## src/hdl/dspsr_pkg.sv

```systemverilog
// ----------------------------------------------------------------------------
// dspsr_pkg
// Types, codes and sizes shared by the status report parser modules.
// ----------------------------------------------------------------------------
`default_nettype none

package dspsr_pkg;

    localparam int REPORT_BYTES = 64;
    localparam int POS_W        = $clog2(REPORT_BYTES);
    localparam int HDR_BYTES    = 5;

    localparam logic [POS_W-1:0] POS_LAST     = POS_W'(REPORT_BYTES - 1);
    localparam logic [POS_W-1:0] POS_CLASSIFY = POS_W'(1);
    localparam logic [POS_W-1:0] POS_OPERAND  = POS_W'(2);
    localparam logic [POS_W-1:0] POS_DATA     = POS_W'(4);
    localparam logic [POS_W-1:0] POS_ECHO     = POS_W'(5);
    localparam logic [POS_W-1:0] POS_ECHO_END = POS_W'(13);

    localparam logic [7:0] LEN_OFFSET   = 8'd4;
    localparam logic [7:0] MAX_DATA_LEN = 8'(REPORT_BYTES - 4);

    // header byte 0 values that mark a direct-set reply
    localparam logic [7:0] DIRECT_TAG_A = 8'h01;
    localparam logic [7:0] DIRECT_TAG_B = 8'h02;

    localparam logic [7:0] CMD_BYTE_READ  = 8'h05;
    localparam logic [7:0] CMD_FLOAT_READ = 8'h14;
    localparam logic [7:0] CMD_WRITE_ECHO = 8'h13;
    localparam logic [7:0] FLOAT_HI_ADDR  = 8'h00;

    localparam logic [7:0] OP_VOLUME     = 8'h42;
    localparam logic [7:0] OP_MUTE       = 8'h17;
    localparam logic [7:0] OP_SOURCE     = 8'h34;
    localparam logic [7:0] OP_PRESET     = 8'h25;
    localparam logic [7:0] OP_PRESET_ALT = 8'hAB;

    localparam logic [15:0] ADDR_PRESET     = 16'hFFD8;
    localparam logic [15:0] ADDR_SOURCE     = 16'hFFD9;
    localparam logic [15:0] ADDR_SOURCE_ALT = 16'hFFA9;
    localparam logic [15:0] ADDR_VOLUME     = 16'hFFDA;
    localparam logic [15:0] ADDR_MUTE       = 16'hFFDB;

    localparam logic [7:0] FADDR_IN_LEVEL  = 8'h44;
    localparam logic [7:0] FADDR_OUT_LEVEL = 8'h4A;
    localparam logic [7:0] WADDR_IN_GAIN   = 8'h1A;
    localparam logic [7:0] IN_CHANNELS     = 8'd2;
    localparam logic [7:0] OUT_CHANNELS    = 8'd4;

    typedef enum logic [2:0] {
        RK_NONE,
        RK_DIRECT,
        RK_BYTES,
        RK_FLOATS,
        RK_WRITE
    } rkind_t;

    typedef enum logic [2:0] {
        EV_VOLUME,
        EV_MUTE,
        EV_SOURCE,
        EV_PRESET,
        EV_IN_LEVEL,
        EV_OUT_LEVEL,
        EV_IN_GAIN
    } ev_kind_t;

    typedef struct packed {
        logic [7:0] data;
        logic       sop;
    } in_item_t;

    typedef struct packed {
        ev_kind_t    kind;
        logic [1:0]  channel;
        logic [31:0] value;
        logic        changed;
    } event_t;

endpackage

`default_nettype wire

```

## src/hdl/dsp_status_report_parser.sv

```systemverilog
// ----------------------------------------------------------------------------
// dsp_status_report_parser
// Parses status report bytes from an audio DSP into field update events.
// ----------------------------------------------------------------------------
//  channel   direction  handshake              payload
//  s_        in         s_tvalid / s_tready    report byte, start-of-report flag
//  m_        out        m_tvalid / m_tready    event kind, channel, value, changed
//  cfg_w     in         cfg_wvalid / cfg_wready always-notify bit
//
//  One byte is taken every cycle while no stalled result holds the flow;
//  a byte passes the input register, the decode logic and the result
//  register, where its event is presented. Reset is synchronous on aresetn
//  low and clears all stored values. A stalled result holds in the result
//  register while one more byte waits in the input register.
// ----------------------------------------------------------------------------
`default_nettype none

module dsp_status_report_parser
    import dspsr_pkg::*;
(
    input  wire logic        aclk,
    input  wire logic        aresetn,
    input  wire logic        s_tvalid,
    output logic             s_tready,
    input  wire logic [7:0]  s_tdata,   // [7:0] report_byte
    input  wire logic [0:0]  s_tuser,   // [0] start_of_report
    output logic             m_tvalid,
    input  wire logic        m_tready,
    output logic [31:0]      m_tdata,   // [31:0] value
    output logic [5:0]       m_tuser,   // [2:0] event_kind, [4:3] channel, [5] changed
    input  wire logic        cfg_wvalid,
    output logic             cfg_wready,
    input  wire logic        cfg_wdata
);

    in_item_t s_item;
    in_item_t item;
    logic     item_valid;
    logic     advance;
    logic     ev_hit;
    event_t   ev;
    event_t   ev_out;

    assign s_item.data = s_tdata;
    assign s_item.sop  = s_tuser[0];
    assign cfg_wready  = 1'b1;

    // move the held byte on once the result register is free
    assign advance = item_valid && (!m_tvalid || m_tready);

    dspsr_in_stage u_in_stage (
        .aclk       (aclk),
        .aresetn    (aresetn),
        .s_valid    (s_tvalid),
        .s_ready    (s_tready),
        .s_item     (s_item),
        .advance    (advance),
        .item_valid (item_valid),
        .item       (item)
    );

    dspsr_core u_core (
        .aclk       (aclk),
        .aresetn    (aresetn),
        .cfg_we     (cfg_wvalid && cfg_wready),
        .cfg_notify (cfg_wdata),
        .step       (advance),
        .item       (item),
        .ev_hit     (ev_hit),
        .ev         (ev)
    );

    dspsr_out_stage u_out_stage (
        .aclk    (aclk),
        .aresetn (aresetn),
        .load    (advance),
        .hit     (ev_hit),
        .ev_in   (ev),
        .m_ready (m_tready),
        .m_valid (m_tvalid),
        .ev_out  (ev_out)
    );

    assign m_tdata = ev_out.value;
    assign m_tuser = {ev_out.changed, ev_out.channel, ev_out.kind};

endmodule

`default_nettype wire

```

## src/hdl/dspsr_in_stage.sv

```systemverilog
// ----------------------------------------------------------------------------
// dspsr_in_stage
// Input register: holds one accepted report byte until the core takes it.
// ----------------------------------------------------------------------------
`default_nettype none

module dspsr_in_stage
    import dspsr_pkg::*;
(
    input  wire logic     aclk,
    input  wire logic     aresetn,
    input  wire logic     s_valid,
    output logic          s_ready,
    input  wire in_item_t s_item,
    input  wire logic     advance,
    output logic          item_valid,
    output in_item_t      item
);

    logic     valid_reg;
    logic     valid_next;
    in_item_t item_reg;

    assign s_ready    = !valid_reg || advance;
    assign item_valid = valid_reg;
    assign item       = item_reg;

    always_comb begin
        valid_next = valid_reg;
        if (s_ready) begin
            valid_next = s_valid;
        end
    end

    always_ff @(posedge aclk) begin
        if (!aresetn) begin
            valid_reg <= 1'b0;
        end else begin
            valid_reg <= valid_next;
        end
    end

    always_ff @(posedge aclk) begin
        if (s_ready && s_valid) begin
            item_reg <= s_item;
        end
    end

endmodule

`default_nettype wire

```

## src/hdl/dspsr_core.sv

```systemverilog
// ----------------------------------------------------------------------------
// dspsr_core
// Report position, header capture, classification and stored values.
// ----------------------------------------------------------------------------
`default_nettype none

module dspsr_core
    import dspsr_pkg::*;
(
    input  wire logic     aclk,
    input  wire logic     aresetn,
    input  wire logic     cfg_we,
    input  wire logic     cfg_notify,
    input  wire logic     step,
    input  wire in_item_t item,
    output logic          ev_hit,
    output event_t        ev
);

    logic             notify_reg;
    logic [POS_W-1:0] pos_reg, pos_next;
    rkind_t           kind_reg, kind_next;
    logic [7:0]       hdr_reg  [HDR_BYTES];
    logic [7:0]       hdr_next [HDR_BYTES];
    logic [23:0]      fa_reg, fa_next;
    logic [7:0]       vol_reg, vol_next;
    logic [7:0]       mute_reg, mute_next;
    logic [7:0]       src_reg, src_next;
    logic [7:0]       pre_reg, pre_next;
    logic [31:0]      in_lvl_reg  [2];
    logic [31:0]      in_lvl_next [2];
    logic [31:0]      out_lvl_reg  [4];
    logic [31:0]      out_lvl_next [4];
    logic [31:0]      gain_reg  [2];
    logic [31:0]      gain_next [2];

    logic [POS_W-1:0] p;
    rkind_t           kc;
    logic [7:0]       b;
    logic [7:0]       len8, len_clamp;
    logic [POS_W-1:0] data_off, echo_off;
    logic [15:0]      byte_addr;
    logic [7:0]       float_addr, echo_addr, lvl_diff, out_diff, gain_diff;
    logic             bf_en, wf_en, bf_chg, wf_chg;
    ev_kind_t         bf_kind, wf_kind;
    logic [1:0]       wf_ch;
    logic [7:0]       bf_old;
    logic [31:0]      wf_old, word;
    logic             col_en;
    logic [1:0]       col_k;

    assign b          = item.data;
    assign p          = item.sop ? '0 : pos_reg;
    assign kc         = item.sop ? RK_NONE : kind_reg;
    assign len8       = hdr_reg[0] - LEN_OFFSET;
    assign len_clamp  = (len8 > MAX_DATA_LEN) ? MAX_DATA_LEN : len8;
    assign data_off   = p - POS_DATA;
    assign echo_off   = p - POS_ECHO;
    assign byte_addr  = {hdr_reg[2], hdr_reg[3]} + 16'(data_off);
    assign float_addr = hdr_reg[3] + 8'(data_off[POS_W-1:2]);
    assign echo_addr  = hdr_reg[4] + 8'(echo_off[POS_W-1:2]);
    assign lvl_diff   = float_addr - FADDR_IN_LEVEL;
    assign out_diff   = float_addr - FADDR_OUT_LEVEL;
    assign gain_diff  = echo_addr - WADDR_IN_GAIN;
    assign word       = {b, fa_reg};

    // decode which stored field this byte touches
    always_comb begin
        kind_next = kc;
        bf_en     = 1'b0;
        bf_kind   = EV_VOLUME;
        wf_en     = 1'b0;
        wf_kind   = EV_IN_LEVEL;
        wf_ch     = 2'd0;
        col_en    = 1'b0;
        col_k     = 2'd0;
        if (p == POS_CLASSIFY) begin
            if ((hdr_reg[0] == DIRECT_TAG_A || hdr_reg[0] == DIRECT_TAG_B)
                    && b != CMD_WRITE_ECHO) begin
                kind_next = RK_DIRECT;
            end else if (b == CMD_BYTE_READ) begin
                kind_next = RK_BYTES;
            end else if (b == CMD_FLOAT_READ) begin
                kind_next = RK_FLOATS;
            end else if (b == CMD_WRITE_ECHO) begin
                kind_next = RK_WRITE;
            end else begin
                kind_next = RK_NONE;
            end
        end else if (p == POS_OPERAND && kc == RK_DIRECT) begin
            kind_next = RK_NONE;
            case (hdr_reg[1]) inside
                OP_VOLUME: begin
                    bf_en   = 1'b1;
                    bf_kind = EV_VOLUME;
                end
                OP_MUTE: begin
                    bf_en   = 1'b1;
                    bf_kind = EV_MUTE;
                end
                OP_SOURCE: begin
                    bf_en   = 1'b1;
                    bf_kind = EV_SOURCE;
                end
                OP_PRESET, OP_PRESET_ALT: begin
                    bf_en   = 1'b1;
                    bf_kind = EV_PRESET;
                end
                default: begin
                end
            endcase
        end else if (p == POS_OPERAND && kc == RK_FLOATS) begin
            if (b != FLOAT_HI_ADDR) begin
                kind_next = RK_NONE;
            end
        end else if (p >= POS_DATA && kc == RK_BYTES) begin
            if (8'(data_off) < len_clamp) begin
                case (byte_addr) inside
                    ADDR_PRESET: begin
                        bf_en   = 1'b1;
                        bf_kind = EV_PRESET;
                    end
                    ADDR_SOURCE, ADDR_SOURCE_ALT: begin
                        bf_en   = 1'b1;
                        bf_kind = EV_SOURCE;
                    end
                    ADDR_VOLUME: begin
                        bf_en   = 1'b1;
                        bf_kind = EV_VOLUME;
                    end
                    ADDR_MUTE: begin
                        bf_en   = 1'b1;
                        bf_kind = EV_MUTE;
                    end
                    default: begin
                    end
                endcase
            end
        end else if (p >= POS_DATA && kc == RK_FLOATS) begin
            // whole words only
            if (len8[1:0] == 2'd0 && 8'(data_off) < len8) begin
                col_k = data_off[1:0];
                if (col_k != 2'd3) begin
                    col_en = 1'b1;
                end else if (lvl_diff < IN_CHANNELS) begin
                    wf_en   = 1'b1;
                    wf_kind = EV_IN_LEVEL;
                    wf_ch   = lvl_diff[1:0];
                end else if (out_diff < OUT_CHANNELS) begin
                    wf_en   = 1'b1;
                    wf_kind = EV_OUT_LEVEL;
                    wf_ch   = out_diff[1:0];
                end
            end
        end else if (p >= POS_ECHO && p < POS_ECHO_END && kc == RK_WRITE) begin
            col_k = echo_off[1:0];
            if (col_k != 2'd3) begin
                col_en = 1'b1;
            end else if (gain_diff < IN_CHANNELS) begin
                wf_en   = 1'b1;
                wf_kind = EV_IN_GAIN;
                wf_ch   = gain_diff[1:0];
            end
        end
        // drop the kind at the last byte; later bytes are ignored
        if (p == POS_LAST) begin
            kind_next = RK_NONE;
        end
    end

    always_comb begin
        case (bf_kind)
            EV_VOLUME: bf_old = vol_reg;
            EV_MUTE:   bf_old = mute_reg;
            EV_SOURCE: bf_old = src_reg;
            default:   bf_old = pre_reg;
        endcase
        case (wf_kind)
            EV_IN_LEVEL:  wf_old = in_lvl_reg[wf_ch[0]];
            EV_OUT_LEVEL: wf_old = out_lvl_reg[wf_ch];
            default:      wf_old = gain_reg[wf_ch[0]];
        endcase
    end

    assign bf_chg = (b != bf_old);
    assign wf_chg = (word != wf_old);

    always_comb begin
        ev_hit     = 1'b0;
        ev.kind    = bf_kind;
        ev.channel = 2'd0;
        ev.value   = {24'd0, b};
        ev.changed = bf_chg;
        if (bf_en) begin
            ev_hit = bf_chg || notify_reg;
        end else if (wf_en) begin
            ev_hit     = (wf_kind != EV_IN_GAIN) || wf_chg || notify_reg;
            ev.kind    = wf_kind;
            ev.channel = wf_ch;
            ev.value   = word;
            ev.changed = wf_chg;
        end
    end

    always_comb begin
        pos_next     = (p == POS_LAST) ? p : p + POS_W'(1);
        hdr_next     = hdr_reg;
        fa_next      = fa_reg;
        vol_next     = vol_reg;
        mute_next    = mute_reg;
        src_next     = src_reg;
        pre_next     = pre_reg;
        in_lvl_next  = in_lvl_reg;
        out_lvl_next = out_lvl_reg;
        gain_next    = gain_reg;
        for (int i = 0; i < HDR_BYTES; i++) begin
            if (p == POS_W'(i)) begin
                hdr_next[i] = b;
            end
        end
        if (col_en) begin
            case (col_k)
                2'd0:    fa_next[7:0]   = b;
                2'd1:    fa_next[15:8]  = b;
                default: fa_next[23:16] = b;
            endcase
        end
        if (bf_en) begin
            case (bf_kind)
                EV_VOLUME: vol_next  = b;
                EV_MUTE:   mute_next = b;
                EV_SOURCE: src_next  = b;
                default:   pre_next  = b;
            endcase
        end
        if (wf_en) begin
            case (wf_kind)
                EV_IN_LEVEL:  in_lvl_next[wf_ch[0]] = word;
                EV_OUT_LEVEL: out_lvl_next[wf_ch]   = word;
                default:      gain_next[wf_ch[0]]   = word;
            endcase
        end
    end

    always_ff @(posedge aclk) begin
        if (!aresetn) begin
            notify_reg <= 1'b0;
            pos_reg    <= '0;
            kind_reg   <= RK_NONE;
            fa_reg     <= '0;
            vol_reg    <= '0;
            mute_reg   <= '0;
            src_reg    <= '0;
            pre_reg    <= '0;
            for (int i = 0; i < HDR_BYTES; i++) begin
                hdr_reg[i] <= '0;
            end
            for (int i = 0; i < 2; i++) begin
                in_lvl_reg[i] <= '0;
                gain_reg[i]   <= '0;
            end
            for (int i = 0; i < 4; i++) begin
                out_lvl_reg[i] <= '0;
            end
        end else begin
            if (cfg_we) begin
                notify_reg <= cfg_notify;
            end
            if (step) begin
                pos_reg     <= pos_next;
                kind_reg    <= kind_next;
                hdr_reg     <= hdr_next;
                fa_reg      <= fa_next;
                vol_reg     <= vol_next;
                mute_reg    <= mute_next;
                src_reg     <= src_next;
                pre_reg     <= pre_next;
                in_lvl_reg  <= in_lvl_next;
                out_lvl_reg <= out_lvl_next;
                gain_reg    <= gain_next;
            end
        end
    end

endmodule

`default_nettype wire

```

## src/hdl/dspsr_out_stage.sv

```systemverilog
// ----------------------------------------------------------------------------
// dspsr_out_stage
// Result register: holds one event until the downstream side takes it.
// ----------------------------------------------------------------------------
`default_nettype none

module dspsr_out_stage
    import dspsr_pkg::*;
(
    input  wire logic   aclk,
    input  wire logic   aresetn,
    input  wire logic   load,
    input  wire logic   hit,
    input  wire event_t ev_in,
    input  wire logic   m_ready,
    output logic        m_valid,
    output event_t      ev_out
);

    logic   valid_reg;
    logic   valid_next;
    event_t ev_reg;

    assign m_valid = valid_reg;
    assign ev_out  = ev_reg;

    always_comb begin
        valid_next = valid_reg;
        if (load) begin
            valid_next = hit;
        end else if (m_ready) begin
            valid_next = 1'b0;
        end
    end

    always_ff @(posedge aclk) begin
        if (!aresetn) begin
            valid_reg <= 1'b0;
        end else begin
            valid_reg <= valid_next;
        end
    end

    always_ff @(posedge aclk) begin
        if (load && hit) begin
            ev_reg <= ev_in;
        end
    end

endmodule

`default_nettype wire

```

## config.mk

```make
export PLATFORM = sky130hd
export DESIGN_NAME = dsp_status_report_parser
export DESIGN_NICKNAME = d
export VERILOG_FILES = /design/src/hdl/dspsr_pkg.sv /design/src/hdl/dsp_status_report_parser.sv /design/src/hdl/dspsr_in_stage.sv /design/src/hdl/dspsr_core.sv /design/src/hdl/dspsr_out_stage.sv
export SDC_FILE = /design/constraint.sdc
export NUM_CORES = 1
export LEC_CHECK = 0
export ABC_AREA = 1
export CORE_AREA = 2 2 182 184
export CTS_CLUSTER_SIZE = 20
export DETAILED_ROUTE_END_ITERATION = 6
export DIE_AREA = 0 0 184 186
export DONT_BUFFER_PORTS = 1
export PLACE_DENSITY = 0.88
export SYNTH_ARGS = -nofsm -noshare
export SYNTH_HDL_FRONTEND = slang
export SYNTH_SLANG_ARGS = --single-unit
```

## constraint.sdc

```tcl
create_clock -name aclk -period 6.5 [get_ports aclk]
set_input_delay 0.325 -clock aclk [delete_from_list [all_inputs] [get_ports aclk]]
set_output_delay 0.325 -clock aclk [all_outputs]
set_load 0.01 [all_outputs]
```

==> impl_metrics.tcl, run 1 <==
set metrics [dict create \
    cts_sinks 411 \
    rsz0062_at_grt "no" \
    hold_depth 3 \
    period_share 0.9221 \
    vias 19180 \
    whs_ps 150.3 \
    leakage_uw 0.008722 \
    drt_iter0_markers 2761 \
    cts_inserted_buffers 40 \
    cp.required_ps 6970 \
    seq_area_um2 8698 \
    die_x_um 184 \
    antenna_found_initial 1 \
    crit_top_cell "nand2_1" \
    cts_buffer_depth 3 \
    crit_buf_inv 5 \
    p_per_area_nw_per_um2 247.2 \
    worstRegToRegCells 25 \
    yosysSeqAreaShare 0.4423 \
    violations "DRC" \
    max_stage_delay_ps 560 \
    final_common_cell "nand2_1" \
    maxCapViolations 0 \
    cts-htree-levels 2 \
    ys_seq_elements 411 \
    yosysTopAreaCellShare 0.3705 \
    cts_root_buffer "clkbuf_16" \
    cp_max_fo 54 \
    slew_headroom 0.08194 \
    setup-violations-final 0 \
    core.rowCount 66 \
    worst_pin_slew_ps 1377 \
    final_nets 2586 \
    finalSetupTns_ps 0 \
    remaining_drc_errors 3 \
    crit_type "reg -> reg" \
    dpl.hpwl_um 33920 \
    layout_common_cells "nand2_1, dfxtp_1, o21ai_0, a21oi_1, inv_1" \
    post_cts_buffers 0 \
    ys_types 55 \
    grt_usage 0.3344 \
    multi_input_area_um2 9375 \
    drt_pass1_iterations 7 \
    startpoint_type "flip-flop" \
    endpoint_kind "flip-flop" \
    slowest_stage "buf_4" \
    initial_utilization 0.6107 \
    core_um2 32210 \
    layout-drive-gt1-share 0.06677 \
    drt-wirelength-per-cell_um 19.62 \
    maxSlewViolCount 0 \
    final_util 0.6623 \
    viasPerCell 6.460 \
    routed_wirelength_um 58250 \
    die_h_um 186 \
    clkTransAtPathRegs_ps 60 \
    ys_warn_count 0 \
    max_freq_mhz 166.8 \
    max-vdd-ir-drop_uv 222.9 \
    syn-instance-count 2616 \
    area_delta_synth_final_pct 8.448 \
    die-area_um2 34220 \
    yosysTopAreaCell "dfxtp_1" \
    grt_pass1_vias 17830 \
    syn_nets 2670 \
    netlist_top_cells_area "dfxtp_1, o21ai_0, a21oi_1, nand2_1, edfxtp_1" \
    hp-class "in -> reg" \
    grt_max_degree 263 \
    grt_pass1_wl_um 91580 \
    grt_overflow 0 \
    syn_area_um2 19670 \
    globalplace.congestion 0.9314 \
    layout_min_cycle_time_ps 5994 \
    n_fill_cell 2541 \
    clk_latency_ps 540 \
    ant_nets 0 \
    cp.depth 25 \
    arrival_ps 6460 \
    syn_area_per_cell_um2 7.518 \
    cts_tree "done" \
    critical-path-top-delay-family "simple AND/OR/NAND/NOR gates" \
    antennaDiodeCount 0 \
    hold_viol_final 0 \
    largest_reg_flops 128 \
    final.setup_skew_ps 10.20 \
    ioPinCount 56 \
    portBuffers 0 \
    outcome "finished, violations left" \
]
## worst register-to-register path: stages, from the launching register on
cell and delay [ps]:
edfxtp_1 550, nor2_2 370, inv_1 150, nand2_1 120, nand2_1 200, ha_1 460
xnor2_1 270, ha_1 220, inv_1 40, nand3_1 140, nand3_1 160, nand2_1 90
nand2_1 50, nand2_1 90, nand3_1 80, nand2_1 120, nand2_1 110, nand2_1 80
buf_4 240, inv_2 330, nor2_1 310, nand2_1 280, nor3_4 440, buf_4 560
o21ai_0 240, a21oi_1 210
## cells in the mapped netlist, drive strengths merged
master / instances
o21ai: 368
ha: 36
nor2: 150
a211oi: 33
a2111oi: 2
o21bai: 2
inv: 199
conb: 1
dfxtp: 364
and3: 1
xnor2: 8
o22ai: 1
edfxtp: 47
and2: 3
o2111ai: 1
a21o: 1
nor3: 23
a32o: 1
o211ai: 63
clkinv: 32
clkbuf: 134
a41oi: 1
a221o: 1
o221ai: 1
a221oi: 2
a31oi: 6
nand3b: 4
nand3: 179
nand2: 412
nor4: 10
or2: 25
a21oi: 351
buf: 46
fa: 3
nand4: 91
xor2: 14
## power breakdown
group | switching (uW) | leakage, uW | internal, uW
Sequential | 25.0 | 0.00339 | 2580
Clock | 979 | 0.000664 | 1420
Combinational | 198 | 0.00467 | 79.9
## layer usage
layer	up-vias	global-route usage	wire [um]
met5	-	0	0
met4	0	0.1712	2550
met1	8890	0.4339	22640
met3	216	0.07357	6927
met2	1250	0.5259	26130
li1	8823	-	-
## worst paths after layout
path / start / to / slack, ps
max reg2reg: u_in_stage.item[0]$_DFFE_PP_ / u_core.out_lvl_reg[41]$_SDFFE_PN0P_ / 510
max: u_in_stage.item[0]$_DFFE_PP_ / u_core.out_lvl_reg[41]$_SDFFE_PN0P_ / 510
min reg2reg: u_core.kind_reg[1]$_SDFFE_PN0P_ / u_core.kind_reg[1]$_SDFFE_PN0P_ / 470
min: m_tready / u_in_stage.item_valid$_SDFFE_PN0N_ / 150
## cell type report
class	instances	share of cell area
multi-input combinational	1794	0.4395
timing repair buffer	54	0.02517
tap	408	0.02393
inverter	231	0.04065
sequential	411	0.4078
clock buffer	58	0.05532
clock inverter	13	0.007567
## kinds of logic (layout without fill, tap and decap cells)
| family | after synthesis | after routing | share of synthesized area |
|---|---|---|---|
| AOI/OAI and AO/OA | 834 | 834 | 0.2283 |
| xor gates and xnor gates | 22 | 22 | 0.009797 |
| adders and majority gates | 39 | 39 | 0.02596 |
| buffers and inverters | 411 | 356 | 0.08480 |
| DFF | 411 | 411 | 0.4423 |
| other | 1 | 1 | 0.0001907 |
| and+or+nand+nor | 898 | 898 | 0.2087 |
## stage by stage
stage	instance area (um2)	instances	setup WS, ps	total power [uW]
2_1_floorplan	19670	2616	798.5	2830
3_3_place_gp	19790	2883	765.9	2875
3_5_place_dp	19790	2883	565.7	2883
4_1_cts	21310	2969	499.0	5268
5_1_grt	21330	2969	119.2	5399
6_report	21330	2969	506.0	5273
## what timing repair did
action	CTS	global route
setup endpoints to repair	0	38
hold buffers	15	0
endpoints found under the hold margin	273	0
gates resized for setup	0	3
(Power assumes the default switching activity.)
==> inputs of run 2 (changes only) <==
--- a/config.mk
+++ b/config.mk
@@ -6,12 +6,13 @@
 export NUM_CORES = 1
 export LEC_CHECK = 0
 export ABC_AREA = 1
-export CORE_AREA = 2 2 182 184
+export CORE_AREA = 2 2 222 169
 export CTS_CLUSTER_SIZE = 20
 export DETAILED_ROUTE_END_ITERATION = 6
-export DIE_AREA = 0 0 184 186
+export DIE_AREA = 0 0 224 171
 export DONT_BUFFER_PORTS = 1
-export PLACE_DENSITY = 0.88
+export PLACE_DENSITY = 0.81
+export SETUP_SLACK_MARGIN = 0.15
 export SYNTH_ARGS = -nofsm -noshare
 export SYNTH_HDL_FRONTEND = slang
 export SYNTH_SLANG_ARGS = --single-unit
==> impl_metrics.tcl, run 2 (synthesized netlist as in run 1, its figures left out) <==
set metrics [dict create \
    outcome "finished clean" \
    max_stage_delay_ps 510 \
    cp_max_fo 49 \
    leakage_uw 0.008819 \
    cts-htree-levels 2 \
    die_x_um 224 \
    hold_viol_final 0 \
    drt_iter0_markers 2685 \
    wl_met3_um 7314 \
    grt_max_degree 103 \
    period_share 0.9251 \
    final_nets 2607 \
    grt_pass1_wl_um 95850 \
    globalplace.congestion 0.9294 \
    finalSetupTns_ps 0 \
    layout_common_cells "nand2_1, dfxtp_1, o21ai_0, a21oi_1, inv_1" \
    cts_buffer_depth 3 \
    viasPerCell 6.235 \
    die-area_um2 38300 \
    cts_tree "done" \
    max_freq_mhz 166.3 \
    endpoint_kind "flip-flop" \
    layout-drive-gt1-share 0.07353 \
    die_h_um 171 \
    p_per_area_nw_per_um2 242.3 \
    grt_usage 0.3138 \
    topRoutingLayerUsed "met4" \
    dpl_cell_area_um2 19960 \
    wl_met2_um 25910 \
    routed_wirelength_um 60750 \
    clkTransAtPathRegs_ps 60 \
    startpoint_type "flip-flop" \
    slew_headroom 0.1501 \
    final.setup_skew_ps 14.15 \
    antennaDiodeCount 0 \
    power_uw 5233 \
    wl_met1_um 25520 \
    core.rowCount 61 \
    crit_end "u_out_stage.ev_out[2]$_DFFE_PP_" \
    r2r_slack_ps 490 \
    pre_cts_slack_ps 314.5 \
    layout_min_cycle_time_ps 6013 \
    grt_overflow 0 \
    initial_utilization 0.5402 \
    ioPinCount 56 \
    r2r-end "u_out_stage.ev_out[2]$_DFFE_PP_" \
    maxCapViolations 0 \
    area_delta_synth_final_pct 9.816 \
    largest_reg_flops 128 \
    cts_inserted_buffers 41 \
    hp-class "in -> reg" \
    antenna_found_initial 1 \
    crit_start "u_in_stage.item[0]$_DFFE_PP_" \
    crit_top_cell "nand2_1" \
    worstRegToRegCells 31 \
    portBuffers 0 \
    max-vdd-ir-drop_uv 215.4 \
    drt_pass1_iterations 6 \
    worst_pin_slew_ps 1271 \
    maxSlewViolCount 0 \
    core_um2 36410 \
    crit_type "reg -> reg" \
    setup_ws_ps 487.1 \
    slowest_stage "edfxtp_1" \
    cp.required_ps 6800 \
    ant_nets 0 \
    dpl.hpwl_um 36800 \
    setup-violations-final 0 \
    rsz0062_at_grt "no" \
    clk_latency_ps 560 \
    arrival_ps 6310 \
    final_common_cell "nand2_1" \
    cts_sinks 411 \
    grt_pass1_vias 17690 \
    cts_root_buffer "clkbuf_16" \
    remaining_drc_errors 0 \
    drt-wirelength-per-cell_um 19.88 \
    fin_area_um2 21600 \
    vias 19060 \
    worstReg2RegStart "u_in_stage.item[0]$_DFFE_PP_" \
]
run 2: changes by cell type in the layout (fill, tap and decap cells not counted), sizes merged:
cell         previous run  this run
dlygate4sd3            13        16
clkinvlp                0         1
bufinv                  4         1
inv                   199       202
buf                    41        58
clkinv                 41        38
clkbuf                 58        63
run 2: what timing repair did:
action | CTS | global route
buffers inserted | 0 | 5
gates resized for setup | 0 | 9
endpoints found under the setup margin | 0 | 39
hold buffers | 20 | 0
hold endpoints to repair | 113 | 0
run 2: layout make-up:
| cell class | count | area [um2] |
|---|---|---|
| flip-flops and latches | 411 | 8698 |
| multi-input cells | 1794 | 9402 |
| repair buffers | 74 | 735.7 |
| well taps | 472 | 590.6 |
| fillers | 3107 | 14810 |
| inverters | 231 | 869.6 |
| clock buffers | 63 | 1199 |
| clock inverters | 11 | 103.9 |
run 2: worst min-delay path by stage:
stage	cells past startpoint	slack, ps	endpoint	from
6_report	3	100	u_in_stage.item_valid$_SDFFE_PN0N_	m_tready
5_1_grt	3	100	u_in_stage.item_valid$_SDFFE_PN0N_	m_tready
4_1_cts	3	70	u_in_stage.item_valid$_SDFFE_PN0N_	m_tready
3_5_place_dp	0	420	u_in_stage.item[5]$_DFFE_PP_	s_tdata[4]
3_3_place_gp	0	420	u_in_stage.item[4]$_DFFE_PP_	s_tdata[3]
2_1_floorplan	0	420	u_in_stage.item[0]$_DFFE_PP_	s_tuser
run 2: routing by layer:
metal,vias up,GRT usage
met5,-,0
met4,0,0.1133
met3,175,0.08363
met2,1074,0.4783
met1,8931,0.4285
li1,8875,-
run 2: power by group:
group | internal (uW) | leakage, uW | switching (uW)
logic | 85.6 | 0.00479 | 208
clock network | 1320 | 0.000640 | 1020
registers | 2580 | 0.00339 | 23.8
total | 3980 | 0.00882 | 1250
run 2: per-stage QoR:
stage               cells  hold slack [ps]  utilization
floorplan            2616            423.9            -
finish               3056            99.60       0.5933
global route         3056            95.67       0.5933
global placement     2957            423.9       0.5483
CTS                  3051            73.28       0.5911
detailed placement   2957            423.9       0.5483
run 2: worst max-delay path, delay by kind of cell, from the launching register on:
kind                       cells  cell delay (ps)
and+or+nand+nor               23             3120
adders and majority gates      1              460
buffers and inverters          5              950
DFF                            1              510
AOI/OAI and AO/OA              2              640
